$ cat config.mk
export PLATFORM = sky130hd
export DESIGN_NAME = gctp_ctrl
export DESIGN_NICKNAME = d
export VERILOG_FILES = /design/src/hw/rtl/gctp_pkg.sv /design/src/hw/rtl/gctp_ctrl.sv
export SDC_FILE = /design/constraint.sdc
export NUM_CORES = 1
export LEC_CHECK = 0
export ABC_AREA = 1
export BUFFER_PORTS_ARGS = -buffer_cell sky130_fd_sc_hd__buf_4
export CORE_ASPECT_RATIO = 0.9
export CORE_MARGIN = 4
export CORE_UTILIZATION = 60
export DETAILED_ROUTE_END_ITERATION = 10
export PLACE_DENSITY_LB_ADDON = 0.05
export SLEW_MARGIN = 20
export SYNTH_ARGS = -nofsm -noshare
export SYNTH_HDL_FRONTEND = slang
export SYNTH_SLANG_ARGS = --single-unit
$ cat constraint.sdc
create_clock -name aclk -period 5.8 [get_ports aclk]
set_clock_uncertainty 0.05 [all_clocks]
set_input_delay 0.87 -clock aclk [delete_from_list [all_inputs] [get_ports aclk]]
set_output_delay 0.87 -clock aclk [all_outputs]
set_load 0.05 [all_outputs]
$ cat src/hw/rtl/gctp_pkg.sv
`timescale 1ns / 1ps
// ----------------------------------------------------------------------------
// gctp_pkg
// Shared types and constants for the greedy cost-weighted tree pick block.
// ----------------------------------------------------------------------------
package gctp_pkg;

    localparam int MAX_TREES_DEF = 1024;
    localparam int FRAC_BITS_DEF = 8;

    localparam int COORD_W   = 24;
    localparam int SCORE_W   = 40;
    localparam int IDX_OUT_W = 10;
    localparam int CFG_W     = 24;
    localparam int CFG_IDX_W = 2;

    localparam int FLOOR_UNITS = 1000000;

    // distance datapath widths
    localparam int DIFF_W = COORD_W + 1;
    localparam int SQ_W   = 2 * DIFF_W;
    localparam int SUM_W  = SQ_W + 1;
    localparam int ROOT_W = (SUM_W + 1) / 2;

    localparam logic [CFG_IDX_W-1:0] CFG_TREE_VALUE  = 2'd0;
    localparam logic [CFG_IDX_W-1:0] CFG_MANAGE_COST = 2'd1;
    localparam logic [CFG_IDX_W-1:0] CFG_TRAVEL_COST = 2'd2;
    localparam logic [CFG_IDX_W-1:0] CFG_STEP_DIST   = 2'd3;

    localparam logic MODE_LOAD   = 1'b0;
    localparam logic MODE_PERSON = 1'b1;

    typedef struct packed {
        logic                      mode;
        logic signed [COORD_W-1:0] pos_x;
        logic signed [COORD_W-1:0] pos_y;
        logic                      is_protected;
    } in_item_t;

    typedef struct packed {
        logic [IDX_OUT_W-1:0]      tree_index;
        logic signed [SCORE_W-1:0] best_score;
        logic signed [COORD_W-1:0] new_x;
        logic signed [COORD_W-1:0] new_y;
        logic                      felled;
    } out_item_t;

    typedef struct packed {
        logic signed [CFG_W-1:0] tree_value;
        logic signed [CFG_W-1:0] manage_cost;
        logic signed [CFG_W-1:0] travel_cost;
        logic signed [CFG_W-1:0] step_distance;
    } cfg_t;

    typedef struct packed {
        logic capture;
        logic load_we;
        logic scan_issue;
        logic fin_read;
        logic fin_write;
        logic no_trees;
    } cmd_t;

    typedef struct packed {
        logic pipe_busy;
        logic out_free;
    } status_t;

endpackage

$ cat src/hw/rtl/gctp_ctrl.sv
`timescale 1ns / 1ps
// ----------------------------------------------------------------------------
// gctp_ctrl
// Sequencer: tree loads, scan issue, drain, winner fetch and result handoff.
// ----------------------------------------------------------------------------
module gctp_ctrl
    import gctp_pkg::*;
#(
    parameter int MAX_TREES = MAX_TREES_DEF,
    parameter int IDX_W     = 10,
    parameter int CNT_W     = 11
) (
    input  logic             aclk,
    input  logic             aresetn,
    input  logic             s_valid,
    input  logic             s_mode,
    output logic             s_ready,
    input  status_t          sts,
    output cmd_t             cmd,
    output logic [IDX_W-1:0] addr
);

    localparam logic [2:0] ST_IDLE  = 3'd0;
    localparam logic [2:0] ST_SCAN  = 3'd1;
    localparam logic [2:0] ST_DRAIN = 3'd2;
    localparam logic [2:0] ST_FETCH = 3'd3;
    localparam logic [2:0] ST_FIN   = 3'd4;

    logic [2:0]       state_reg, state_next;
    logic [CNT_W-1:0] count_reg, count_next;
    logic [IDX_W-1:0] scan_reg, scan_next;
    logic             accept, full;

    assign s_ready = (state_reg == ST_IDLE);
    assign accept  = s_valid && s_ready;
    assign full    = (count_reg == CNT_W'(MAX_TREES));

    always_comb begin
        cmd.capture    = accept && (s_mode == MODE_PERSON);
        cmd.load_we    = accept && (s_mode == MODE_LOAD) && !full;
        cmd.scan_issue = (state_reg == ST_SCAN);
        cmd.fin_read   = (state_reg == ST_FETCH);
        cmd.fin_write  = (state_reg == ST_FIN) && sts.out_free;
        cmd.no_trees   = (count_reg == '0);
        addr = (state_reg == ST_IDLE) ? count_reg[IDX_W-1:0] : scan_reg;
    end

    always_comb begin
        state_next = state_reg;
        count_next = count_reg;
        scan_next  = scan_reg;
        unique case (state_reg)
            ST_IDLE: begin
                if (cmd.load_we) begin
                    count_next = count_reg + 1'b1;
                end
                if (cmd.capture) begin
                    scan_next  = '0;
                    state_next = cmd.no_trees ? ST_DRAIN : ST_SCAN;
                end
            end
            ST_SCAN: begin
                if (CNT_W'(scan_reg) == count_reg - 1'b1) begin
                    state_next = ST_DRAIN;
                end else begin
                    scan_next = scan_reg + 1'b1;
                end
            end
            ST_DRAIN: begin
                if (!sts.pipe_busy) begin
                    state_next = ST_FETCH;
                end
            end
            ST_FETCH: begin
                state_next = ST_FIN;
            end
            ST_FIN: begin
                if (sts.out_free) begin
                    state_next = ST_IDLE;
                end
            end
            default: begin
                state_next = ST_IDLE;
            end
        endcase
    end

    always_ff @(posedge aclk) begin
        if (!aresetn) begin
            state_reg <= ST_IDLE;
            count_reg <= '0;
            scan_reg  <= '0;
        end else begin
            state_reg <= state_next;
            count_reg <= count_next;
            scan_reg  <= scan_next;
        end
    end

    a_count_bound: assert property (@(posedge aclk) disable iff (!aresetn)
        count_reg <= CNT_W'(MAX_TREES))
        else $error("tree count beyond capacity");

    a_scan_in_range: assert property (@(posedge aclk) disable iff (!aresetn)
        cmd.scan_issue |-> (CNT_W'(scan_reg) < count_reg))
        else $error("scan address beyond stored trees");

    a_fin_after_drain: assert property (@(posedge aclk) disable iff (!aresetn)
        cmd.fin_read |-> !sts.pipe_busy)
        else $error("winner fetched while scores still in flight");

    a_fin_free: assert property (@(posedge aclk) disable iff (!aresetn)
        cmd.fin_write |-> sts.out_free)
        else $error("result written over an untaken result");

endmodule

# Word-level counts from Yosys, hierarchy flattened
# Index checks and enable logic that the tools add are counted.
[word_totals]
elab_cells = 40
output_inout_bits = 17
inputBits = 6
register_bits = 24
[op_classes]
mux = 10
n_addsub = 3
eq_ne = 11
n_reduce_logical = 12
n_bitwise = 1
[ops]
columns = ["cell", "n"]
rows = [
  ["2-to-1 mux 10 bit", 3],
  ["case mux 10 bit (2 select lines)", 1],
  ["case mux 3 bit (5 select lines)", 1],
  ["2-to-1 mux 3 bit", 4],
  ["adder 11 x 1 -> 11 bit (second input constant)", 1],
  ["equality test 10 x 11 -> 1 bit", 1],
  ["equality test 11 bit (second input constant)", 1],
  ["logical NOT 11 bit", 1],
  ["subtractor 11 x 1 -> 11 bit (second input constant)", 1],
  ["adder 10 x 1 -> 10 bit (second input constant)", 1],
  ["equality test 3 x 2 -> 1 bit (second input constant)", 2],
  ["inequality test 2 bit (second input constant)", 3],
  ["logical AND 1 bit", 5],
  ["inequality test 2 x 1 -> 1 bit (second input constant)", 2],
  ["AND reduction 4 bit", 1],
  ["equality test 3 x 1 -> 1 bit (second input constant)", 1],
  ["equality test 3 bit (second input constant)", 1],
  ["logical NOT 3 bit", 1],
  ["AND reduction 3 bit", 1],
  ["2-to-1 mux 2 bit", 1],
  ["AND reduction 2 bit", 1],
  ["nonzero test 2 bit", 1],
  ["logical NOT 1 bit", 1],
  ["NOT 1 bit", 1],
]

# Logic depth before layout (Yosys ltp)
# Gate-level depths: netlist of the first run.
[logic_depth]
depth_word = 5
depth_mapped = 14
ltp_nobuf = 14

# Worst setup path after synthesis of the first run
# No wires, ideal clock.
[synth_timing]
path_kind = "register to output"
start = "register state_reg[2]"
end = "output port addr[0]"
required_time_ps = 4880
setup_slack_ps = 2990
path_stages_with_launch = 5
arrival_ps = 1890
cell_sequence = "dfxtp_1 nor2_1 nand2_1 clkbuf_1 o21ai_0"
[synth_via]
elab_chain_len = 2
[synth_lines]
columns = ["element", "line", "source"]
rows = [
  ["start: declaration", "gctp_ctrl.sv:29", "logic [2:0] state_reg, state_next;"],
  ["start signal: assignment", "gctp_ctrl.sv:94", "state_reg <= state_next;"],
  ["logical NOT 3 bit", "gctp_ctrl.sv:45", "addr = (state_reg == ST_IDLE) ? count_reg[IDX_W-1:0] : scan_reg;"],
  ["2-to-1 mux 10 bit", "gctp_ctrl.sv:45", ""],
  ["end: declaration", "gctp_ctrl.sv:20", "output logic [IDX_W-1:0] addr"],
]
# Every way passes these cells.

==> results of run 1 <==
[cell usage in the layout (no fill, tap or decap), types with 2 or more instances in the layout]
cell type | Yosys | final
sky130_fd_sc_hd__nor2_1 | 26 | 26
sky130_fd_sc_hd__a21oi_2 | 9 | 9
sky130_fd_sc_hd__buf_4 | 2 | 22
sky130_fd_sc_hd__nand2_2 | 3 | 3
sky130_fd_sc_hd__nand3_2 | 10 | 10
sky130_fd_sc_hd__a21oi_1 | 13 | 13
sky130_fd_sc_hd__nor3_1 | 10 | 10
sky130_fd_sc_hd__dfxtp_1 | 24 | 24
sky130_fd_sc_hd__nand2_1 | 66 | 66
sky130_fd_sc_hd__nand4_1 | 15 | 15
sky130_fd_sc_hd__inv_2 | 6 | 6
sky130_fd_sc_hd__ha_1 | 4 | 4
sky130_fd_sc_hd__xor2_1 | 11 | 11
sky130_fd_sc_hd__inv_1 | 37 | 37
sky130_fd_sc_hd__o21ai_0 | 17 | 17
sky130_fd_sc_hd__clkbuf_8 | 0 | 4
sky130_fd_sc_hd__nand3_1 | 23 | 23
sky130_fd_sc_hd__nor2_4 | 5 | 5
sky130_fd_sc_hd__nor4_1 | 2 | 2
sky130_fd_sc_hd__xnor2_1 | 6 | 6
sky130_fd_sc_hd__nor2_2 | 3 | 3
[cell families (layout without fill, tap and decap cells)]
| group | Yosys count | in the layout | synth area share, % |
|---|---|---|---|
| compound gates | 39 | 39 | 11.1 |
| xor+xnor | 17 | 17 | 7.23 |
| fa+ha+maj | 4 | 4 | 2.43 |
| buf+inv | 63 | 69 | 13.3 |
| flops | 24 | 24 | 23.3 |
| simple gates | 170 | 170 | 42.6 |
[area by class of cell]
type	count	area, µm²
flip-flops and latches	24	480
clock buffers	4	55.1
multi-input cells	230	1310
well taps	42	52.6
inverters	43	161
repair buffers	22	165
fillers	294	942
[through the flow]
stage               std cells  total power, µW
floorplan                 317              504
global placement          361              559
detailed placement        361              566
CTS                       365              681
global route              365              731
finish                    365              681
[worst max-delay path by stage]
stage | start | to | slack [ps] | cells after the start
after floorplan | state_reg[2] | addr[0] | 2990 | 4
after global placement | state_reg[2] | cmd[5] | 2960 | 6
after detailed placement | state_reg[2] | cmd[5] | 2890 | 6
after CTS | state_reg[2] | cmd[5] | 2590 | 6
after global routing | state_reg[2] | cmd[5] | 2300 | 6
final | state_reg[2] | cmd[5] | 2560 | 6
[worst max-delay path, cell delays in order, from the launching register on]
cell                      delay, ps
sky130_fd_sc_hd__dfxtp_1        360
sky130_fd_sc_hd__nor2_1         210
sky130_fd_sc_hd__nand2_1        420
sky130_fd_sc_hd__inv_2          210
sky130_fd_sc_hd__nand3_1        470
sky130_fd_sc_hd__inv_1          160
sky130_fd_sc_hd__buf_4          210
[power groups by stage]
stage | logic (µW) | clock network, µW | registers [µW]
2_1_floorplan | 312 | 0 | 192
3_3_place_gp | 360 | 0 | 199
3_5_place_dp | 365 | 0 | 200
4_1_cts | 367 | 118 | 196
5_1_grt | 403 | 128 | 200
6_report | 368 | 116 | 197
[routing by layer]
metal	routed length, µm	vias to the layer above	track usage [%]
met1	2360	873	31.8
met2	2140	70	36.5
li1	-	1038	-
met4	29	0	4.78
met3	316	4	3.82
met5	0	-	0
==> results summary, run 1 <==
The share of total power in the clock network came out at 17.0%. The flip-flop and latch count after synthesis came out at 24. After synthesis, the most frequently instantiated cells are sky130_fd_sc_hd__nand2_1 (66), sky130_fd_sc_hd__inv_1 (37), sky130_fd_sc_hd__nor2_1 (26). Across all setup checks in the final design, the least slack found is 2560 ps. The average cell area after synthesis came out at 6.49 µm². For the final routed database, the setup TNS stands at 0 ps. The layout cell share with drive strength beyond 1 came out at 20.4%.

The final core utilization is 70.2%. The total cell area at the placement stage came out at 2160 µm². The total global routing track utilization is 22.7%. TritonCTS built the clock tree. Using the TritonRoute via totals, the vias-per-cell ratio works out to 5.44.

Row generation in the floorplan step produced 19 rows. The highest fanout seen on the critical path is 21. The highest ir drop seen on vdd came out at 280 µV. Once the clock tree was built, the resizer swapped 0 gates to a different size.

The net count of the finished layout is 334. The worst hold path passes through 2 cells. After synthesis, the largest area contributor takes up 23.3% of total cell area. The wire length per cell is 13.3 µm. Setup repair after global routing left no endpoint under its margin. The net count after synthesis came out at 327. The most used flip-flop cell after synthesis is sky130_fd_sc_hd__dfxtp_1. Headroom to the max-slew limit came out at 52.4%. The switching power of the nets is 344 µW. The synthesized design contains 0 enable-type register cells.

Synthesis instantiated 32 different standard cells from the library. The endpoint of the worst-slack reg-to-reg timing path is scan_reg[1]. The largest net degree at the start of global routing came out at 22.

The number of antenna cells inserted is 0. In the routed design, unresolved DRC markers number 0. The data arrival time of the critical path came out at 2320 ps. The Yosys warning count is 0.

The starting density of the core came out at 65.1%. The flip-flop count of the largest register after layout is 11. The proportion of synthesized chip area in sequential cells is 23.3%. sky130_fd_sc_hd__nand2_1 is the most common cell in the netlist. Routability-driven placement finished with a final weighted congestion of 0.867. The number of buffers inserted to repair setup after CTS is 0.

Counting cells, the worst reg-to-reg path comes to 7. Dividing the final minimum period by the clock period gives 55.9%. The height of the die is 63.6 µm. The first-pass GRT wire length came out at 8420 µm. Setup violations remaining at the end of the flow were counted as 0. The share of async-settable or async-resettable flops after synthesis came out at 0%. By area the synthesized netlist is led by sky130_fd_sc_hd__dfxtp_1 (23%), sky130_fd_sc_hd__nand2_1 (12%), sky130_fd_sc_hd__inv_1 (6.7%). The type of the most critical hold path is reg -> reg. The total overflow reported by the global router came out at 0. The cell count after synthesis came out at 317. The number of port buffers is 22. The areal power density over the cells is 307 nW/µm². For the pin with the worst max-slew slack, the measured transition is 713 ps. The run finished with clean final reports. The total non-filler cell area in the finished layout is 2220 µm². The worst-case hold path end point is count_reg[9]. The internal power component came out at 337 µW. The count of final max-slew check failures came out at 0.

For this run, the detailed router's first-pass iteration total came to 5. The number of global-route vias before repair is 1845. The area of the mapped netlist is 2060 µm². Clock tree synthesis found a total of 24 sinks.

The worst hold path begins at count_reg[9]. The number of buffers inserted by hold repair at cts is 0. The clock transition at the registers of the reported paths came out at 80 ps.

The max-capacitance violation count came out at 0. The startpoint identified for the worst register-to-register timing path is state_reg[2]. The remaining number of nets flagged by the antenna check after routing is 0. The startpoint kind of the worst setup timing path is a flop. The final hold violation count is 0. The number of violations reported at the end of detailed-routing iteration 0 is 154. Across all layers, the routed design uses 1985 vias. The flop-to-flop setup slack came out at 3150 ps. The total leakage power came out at 0.000987 µW. The post-synthesis cell type with the largest combined area is sky130_fd_sc_hd__dfxtp_1. Across all hold checks on the routed design, the worst slack comes to 491 ps. The part of the total power dissipated in combinational logic is 54.1%. The core region area came out at 3160 µm². STA classifies the critical path endpoint as a primary output. Detailed placement ended at an HPWL of 3730 µm. At the placement stage, the worst setup path has a slack of 2890 ps. The number of antenna violations at the first check in global routing is 0. From synthesis to final layout, the design area changed by 7.84%.

The clock period minus worst slack is 3240 ps. The clock insertion delay at the later pin of the skew report is 270 ps. The maximum count of clock buffers along a single path is 2.

In this run switching power makes up 50.5% of total power. The die boundary width came out at 69.7 µm. The die covers 4430 µm². The highest achievable clock rate is 0.309 GHz. The category of the most critical setup path is reg -> out. The clock tree root buffer cell is sky130_fd_sc_hd__clkbuf_8. The register share of total power came out at 28.9%.

The data required time of the critical path came out at 4880 ps. Summed over all layers, the routed wires come to 4840 µm. Pin placement for this block handled 23 I/O pins. Clock tree synthesis inserted a total of 3 buffers. CTS built an H-tree with a depth of 1.
No activity file was read; power rests on OpenSTA's default activity.
==> inputs of run 2 (changes only) <==
- CORE_UTILIZATION: 60 -> 59
- clock period: 5.8 -> 3 ns (I/O delays scaled with it)
==> run 2 against run 1 <==
Non-clock buffer count rose by 2; routed wire length grew 0.78%; critical path type unchanged; utilization down 4.0 points; worst setup slack worse by 2000 ps; worst hold slack worse by 74 ps; count of clock-buffer cells in the layout unchanged; combinational power increased by 98%; die area is 1.5% higher; register-to-register slack worse by 2400 ps.
==> results summary, run 2 (synthesized netlist as in run 1, its figures left out) <==
The top-level I/O count came out at 23. The number of violations reported at the end of detailed-routing iteration 0 is 213. Of all nets on the critical path, the largest fanout is 21. The number of antenna violations at the first check in global routing is 0. The worst path needs 2470 ps of the cycle, external delays included.

The layout cell share with drive strength beyond 1 is 20.9%. The finished cells cover 2240 µm². The clock tree root buffer cell is sky130_fd_sc_hd__clkbuf_8.

On the critical path the largest part of the delay comes from buffers and inverters. Of the total power, the share spent switching nets is 49.8%. The area added between synthesis and finish is 8.69%.

The flow ran to the end, and the final reports show no timing, DRC or antenna violations. The wire length per cell came out at 13.2 µm. The total leakage power is 0.000996 µW. The headroom to the max-slew limit came out at 51.1%.

Setup repair after global routing left no endpoint under its margin. The clock insertion delay at the later pin of the skew report is 280 ps. The core region area is 3380 µm².

The highest achievable clock rate came out at 0.404 GHz. The post-route DRC violation count is 0. The total overflow reported by the global router came out at 0. The total number of placement rows came out at 20. The register share of total power came out at 28.2%. The number of iterations in the first detailed-routing pass came out at 4. The height of the die came out at 64.0 µm. The area enclosed by the die boundary came out at 4500 µm². The routed via count divided by cell count came out at 5.35.

The max-capacitance violation count came out at 0. The data required time of the critical path is 2500 ps. The flip-flop count of the largest register after layout is 11.

The critical path starts at state_reg[2]. The share of total power dissipated in combinational logic is 54.7%. STA classifies the critical path startpoint as a flop. The number of failing setup endpoints in the final timing report is 0. The highest ir drop seen on vdd is 596 µV. The number of port buffers came out at 22. Power spread over the standard cell area amounts to 596 nW/µm². The top cell types in the final layout, fill and taps aside, are sky130_fd_sc_hd__nand2_1 (66), sky130_fd_sc_hd__inv_1 (37), sky130_fd_sc_hd__nor2_1 (26). The worst register-to-register path ends at count_reg[7]. The most frequent cell on the critical path is sky130_fd_sc_hd__nand2_1. The die boundary width came out at 70.3 µm. The number of H-tree branching levels is 1.

The routability-driven placement congestion ratio came out at 0.921. The total negative slack is 0 ps. The number of global-route vias before repair is 1736. The post-cts gate resize count came out at 0.

The element type at the critical path end is a primary output. After clock tree synthesis, the flow added hold-fix buffers numbering 0. Clock-pin slew was measured on the worst setup and hold paths at 90 ps.

The slew at the pin with the worst max-slew slack is 733 ps. The count of final max-slew check failures came out at 0. The worst setup path is of the reg -> out kind.

The highest cell delay on the worst timing path came out at 350 ps. The switching power of the nets is 664 µW. TritonCTS created 3 clock buffers. The clock sink total came out at 24.

The largest net degree at the start of global routing is 22. The number of buffers inserted to repair setup after CTS came out at 0. The most frequent standard cell in the layout excluding fill and tap cells is sky130_fd_sc_hd__nand2_1. In the finished design, the share of the clock period the worst path needs comes to 82.4%. The total cell area at the placement stage is 2180 µm². The total wire length after detailed routing came out at 4880 µm. The TritonCTS clock tree is yes.

The source of the worst register-to-register timing path is state_reg[2]. The final hold violation count came out at 0. The type of the most critical hold path is in -> reg. At the end of the flow, the number of nets in the layout was 336. The starting density of the core came out at 60.9%. Global routing used 23.4% of the available tracks across all layers. The number of antenna diodes in the final layout is 0.

The critical path ends at cmd[4]. The first-pass GRT wire length came out at 8480 µm. The final core utilization came out at 66.2%. The maximum count of clock buffers along a single path came out at 2. Walking the worst path, the cells encountered are nor2_1 > nand2_1 > buf_4 > inv_2 > nand2_1 > nor2_1 > nand2_1 > inv_2 > buf_4. For this design, the slowest cell found on the critical path is sky130_fd_sc_hd__dfxtp_1. In this run the register-to-register setup slack is 750 ps.

Once detail routing completed, the nets flagged for antenna violations numbered 0. The internal power component came out at 670 µW. The depth of the critical timing path with buffers and inverters included came out at 9. The HPWL after detailed placement is 3690 µm. Counting both buffers and inverters, the worst setup path holds a total of 4.

The total via count in the routed design came out at 1973. For the worst flop-to-flop path, the logic depth is 13. Fill cells in the final layout number 327. At the worst endpoint, the arrival time is 1970 ps. The clock network accounts for 17.1% of the total power.
run 2: changes by cell type in the layout (fill, tap and decap cells not counted), sizes merged:
cell  before  now
buf       22   24
run 2: final cells by class:
type	instances	area (µm²)	area share [%]
clock buffers	4	55.1	2.46
inverters	43	161	7.21
multi-input cells	230	1310	58.3
well taps	44	55.1	2.46
repair buffers	24	180	8.05
flip-flops and latches	24	480	21.5
run 2: per-layer routing:
layer  share of wire (%)  vias to the layer above  track usage [%]
met4                 1.3                        0             4.31
met5                   0                        -                0
met3                 6.2                        7             4.09
li1                    -                     1034                -
met2                  44                       61             35.4
met1                  49                      871             34.9
run 2: how the worst min path moves through the flow:
| stage | slack [ps] | depth (start not counted) | start | to |
|---|---|---|---|---|
| detailed placement | 460 | 2 | count_reg[9] | count_reg[9] |
| finish | 420 | 3 | aresetn | count_reg[7] |
| global placement | 450 | 2 | count_reg[9] | count_reg[9] |
| global route | 430 | 3 | aresetn | scan_reg[0] |
| CTS | 410 | 3 | aresetn | count_reg[7] |
| floorplan | 430 | 2 | count_reg[9] | count_reg[9] |
run 2: stage by stage:
step | instances | worst slack [ps] | total power [µW] | hold slack (ps)
floorplan | 317 | 610 | 974 | 431
CTS | 369 | 527 | 1340 | 414
global placement | 365 | 805 | 1110 | 452
global route | 369 | 329 | 1430 | 429
detailed placement | 365 | 778 | 1110 | 463
finish | 369 | 527 | 1330 | 417
run 2: worst reg2reg max path, cell delays in order, from the launching register on:
cell,delay (ps)
sky130_fd_sc_hd__dfxtp_1,350
sky130_fd_sc_hd__nor2_1,230
sky130_fd_sc_hd__nand2_1,80
sky130_fd_sc_hd__buf_4,210
sky130_fd_sc_hd__inv_2,90
sky130_fd_sc_hd__nand2_1,50
sky130_fd_sc_hd__nor2_1,80
sky130_fd_sc_hd__nand2_1,230
sky130_fd_sc_hd__inv_2,170
sky130_fd_sc_hd__nand4_1,190
sky130_fd_sc_hd__nor2_1,230
sky130_fd_sc_hd__nand3_1,90
sky130_fd_sc_hd__nand2_1,70
sky130_fd_sc_hd__nor2_1,30
run 2: power groups by stage:
stage | combinational, µW | clock [µW] | sequential, µW
after global routing | 804 | 247 | 382
after CTS | 728 | 232 | 377
final | 729 | 228 | 377
after global placement | 723 | 0 | 385
after floorplan | 603 | 0 | 371
after detailed placement | 725 | 0 | 384
==> inputs of run 3 (changes only) <==
- clock period: 3 -> 2.46 ns (I/O delays scaled with it)
==> run 3 against run 2 <==
Sequential cell count stayed put; worst setup slack worse by 210 ps; critical path depth is 2 higher; global-route usage is 0.33 points higher.
==> results summary, run 3 (synthesized netlist as in run 1, its figures left out) <==
The number of global-route vias before repair came to 1790. The register share of total power came out at 26.7%. The initial utilization of the core area, before any placement, comes to 60.9%. The critical path goes through inv_2 > ha_1 > xnor2_1 > nor2_1 > nand3_1 > nor2_4 > nand3_4 > nand2_4 > nand3_1 > nand3_1 > inv_1.

The data arrival time of the critical path came out at 2270 ps. In this run the static leakage power is 0.00101 µW. The TritonCTS clock tree is yes. The fraction of the cycle the final worst path needs is 87.0%. The count of final max-slew check failures is 0. The number of H-tree branching levels is 1. The highest cell delay on the worst timing path came out at 440 ps. For this design, the sink count on the clock tree is 24.

The total CTS buffers is 3. Of the total power, combinational logic draws 52.5%. The slew at the pin with the worst max-slew slack came out at 716 ps. Measured along the y axis, the die boundary spans 64.0 µm. The placed wire-length estimate is 3810 µm. The number of fill cells in the layout came out at 323. The switching power of the nets came out at 830 µW. Setup repair after global routing left no endpoint under its margin.

The category of the most critical setup path is reg -> reg. Data on the critical path is required at its endpoint by 2590 ps. The floorplan step defined a die boundary enclosing 4500 µm². The total global routing track utilization came out at 23.7%. The worst setup path is captured at a flop.

The worst hold path terminates at count_reg[2]. The number of antenna cells inserted came out at 0. The worst hold path begins at aresetn. The number of iterations in the first detailed-routing pass is 5. The area added between synthesis and finish came out at 10.2%. The headroom to the max-slew limit is 52.2%. In this run the critical register-to-register path is launched from count_reg[0].

The startpoint kind of the worst setup timing path is a flop. The number of buffers inserted by hold repair at cts is 0. On the critical path the largest part of the delay comes from simple AND/OR/NAND/NOR gates.

The layout cell share with drive strength beyond 1 came out at 21.4%. The die boundary width came out at 70.3 µm. The buffers plus inverters on the worst setup path is 2. The flip-flop count of the largest register after layout is 11. The total wire length after detailed routing is 5030 µm. The routed layout has 2018 vias. The detailed router finished its first iteration with 249 violations. At the end of routability-driven placement, the weighted congestion stood at 0.945. Entering global routing, the biggest net connects 21 pins.

After routing the design area is 2270 µm². The switching part of the total is 48.1%. The tightest min-delay check is of the in -> reg type.

The tree is rooted in a sky130_fd_sc_hd__clkbuf_8. In this run the worst path has a maximum fanout of 11. The count of nets left with antenna violations once routing finished came out at 0. The endpoint of the worst-slack reg-to-reg timing path is state_reg[0]. In this run the post-CTS setup repair buffer count came out at 0. The areal power density over the cells came out at 761 nW/µm².

After detailed routing, the average wire length per cell comes to 13.6 µm. The initialized floorplan defines 20 standard-cell rows. 23 I/O pins were placed. Summed over all failing endpoints, the final setup total negative slack is 0 ps.

The number of nets in the finished design came out at 338. The routed via count divided by cell count came out at 5.44. The final hold violation count came out at 0. The library cell used most frequently in the layout, excluding fill and tap cells, is sky130_fd_sc_hd__nand2_1. The share of total power in the clock network came out at 20.8%. The worst register-to-register path has a setup slack of 320 ps. The highest achievable clock rate came out at 0.467 GHz.

The number of failing setup endpoints in the final timing report is 0. The run finished with clean final reports. The highest ir drop seen on vdd is 824 µV.

The maximum count of clock buffers along a single path came out at 2. The worst hold path passes through 3 cells. The total overflow reported by the global router came out at 0.

The clock reaches the later pin of the worst-skew pair after 270 ps. The largest individual stage delay along the critical path comes from the cell sky130_fd_sc_hd__dfxtp_1. The post-cts gate resize count is 0. The core region is 3380 µm². The internal power component is 897 µW. The first global-routing pass estimated 8680 µm of wire. The cell count of the worst reg-to-reg path is 11. The clock period minus worst slack is 2140 ps.

The total cell area at the placement stage came out at 2200 µm². The number of antenna violations at the first check in global routing was 0. The post-route DRC violation count came out at 0. The max-capacitance violation count is 0. The number of port buffers is 22. Counting stages on the worst path, the most repeated cell is sky130_fd_sc_hd__nand3_1.

Clock-pin slew was measured on the worst setup and hold paths at 90 ps. Leaving out fill and tap cells, the most frequent cells in the layout are sky130_fd_sc_hd__nand2_1 (66), sky130_fd_sc_hd__inv_1 (37), sky130_fd_sc_hd__nor2_1 (26), sky130_fd_sc_hd__buf_4 (26), sky130_fd_sc_hd__dfxtp_1 (24).
[run 3: changes by cell type in the layout (fill, tap and decap cells not counted), sizes merged]
| cell | delta |
|---|---|
| clkbuf | -1 |
| buf | +2 |
| bufinv | +1 |
[run 3: power by group through the flow]
stage	clock network, µW	logic (µW)	registers, µW
5_1_grt	388	992	469
3_5_place_dp	0	892	469
4_1_cts	365	900	460
2_1_floorplan	0	735	452
6_report	359	907	460
3_3_place_gp	0	884	469
[run 3: worst register-to-register path, stage by stage, from the launching register on]
cell and delay (ps):
sky130_fd_sc_hd__dfxtp_1 440, sky130_fd_sc_hd__inv_2 110, sky130_fd_sc_hd__ha_1 340, sky130_fd_sc_hd__xnor2_1 140, sky130_fd_sc_hd__nor2_1 110, sky130_fd_sc_hd__nand3_1 120, sky130_fd_sc_hd__nor2_4 150, sky130_fd_sc_hd__nand3_4 160
sky130_fd_sc_hd__nand2_4 200, sky130_fd_sc_hd__nand3_1 100, sky130_fd_sc_hd__nand3_1 80, sky130_fd_sc_hd__inv_1 40
[run 3: worst max-delay path by stage]
stage / startpoint / endpoint / slack [ps] / cells past startpoint
global route: count_reg[0] / scan_reg[1] / 100 / 11
floorplan: state_reg[2] / addr[0] / 150 / 4
finish: count_reg[0] / state_reg[0] / 320 / 11
CTS: count_reg[0] / state_reg[0] / 320 / 11
global placement: count_reg[0] / state_reg[0] / 440 / 11
detailed placement: count_reg[0] / state_reg[0] / 370 / 11
[run 3: layer usage]
metal / share of wire, % / vias up / GRT usage [%] / wire length [µm]
li1: - / 1043 / - / -
met1: 49 / 899 / 35.3 / 2460
met2: 43 / 66 / 36.1 / 2170
met3: 6.7 / 10 / 3.62 / 339
met4: 1.2 / 0 / 5.02 / 60
met5: 0 / - / 0 / 0
[run 3: cell type report]
type | count | area (µm²) | area share (%)
Clock buffer | 3 | 41.3 | 1.82
Inverter | 43 | 161 | 7.12
Multi-Input combinational cell | 230 | 1310 | 57.5
Timing Repair Buffer | 26 | 195 | 8.60
Tap cell | 44 | 55.1 | 2.43
Sequential cell | 24 | 480 | 21.2
Clock inverter | 1 | 30.0 | 1.32
[run 3: metrics by stage]
step	hold slack, ps	setup slack [ps]	instances	utilization, %	power, µW
floorplan	431	151	317	-	1190
finish	342	320	371	67.1	1730
global route	336	101	371	67.1	1850
detailed placement	461	369	367	65.0	1360
CTS	333	321	371	67.1	1730
global placement	448	441	367	65.0	1350
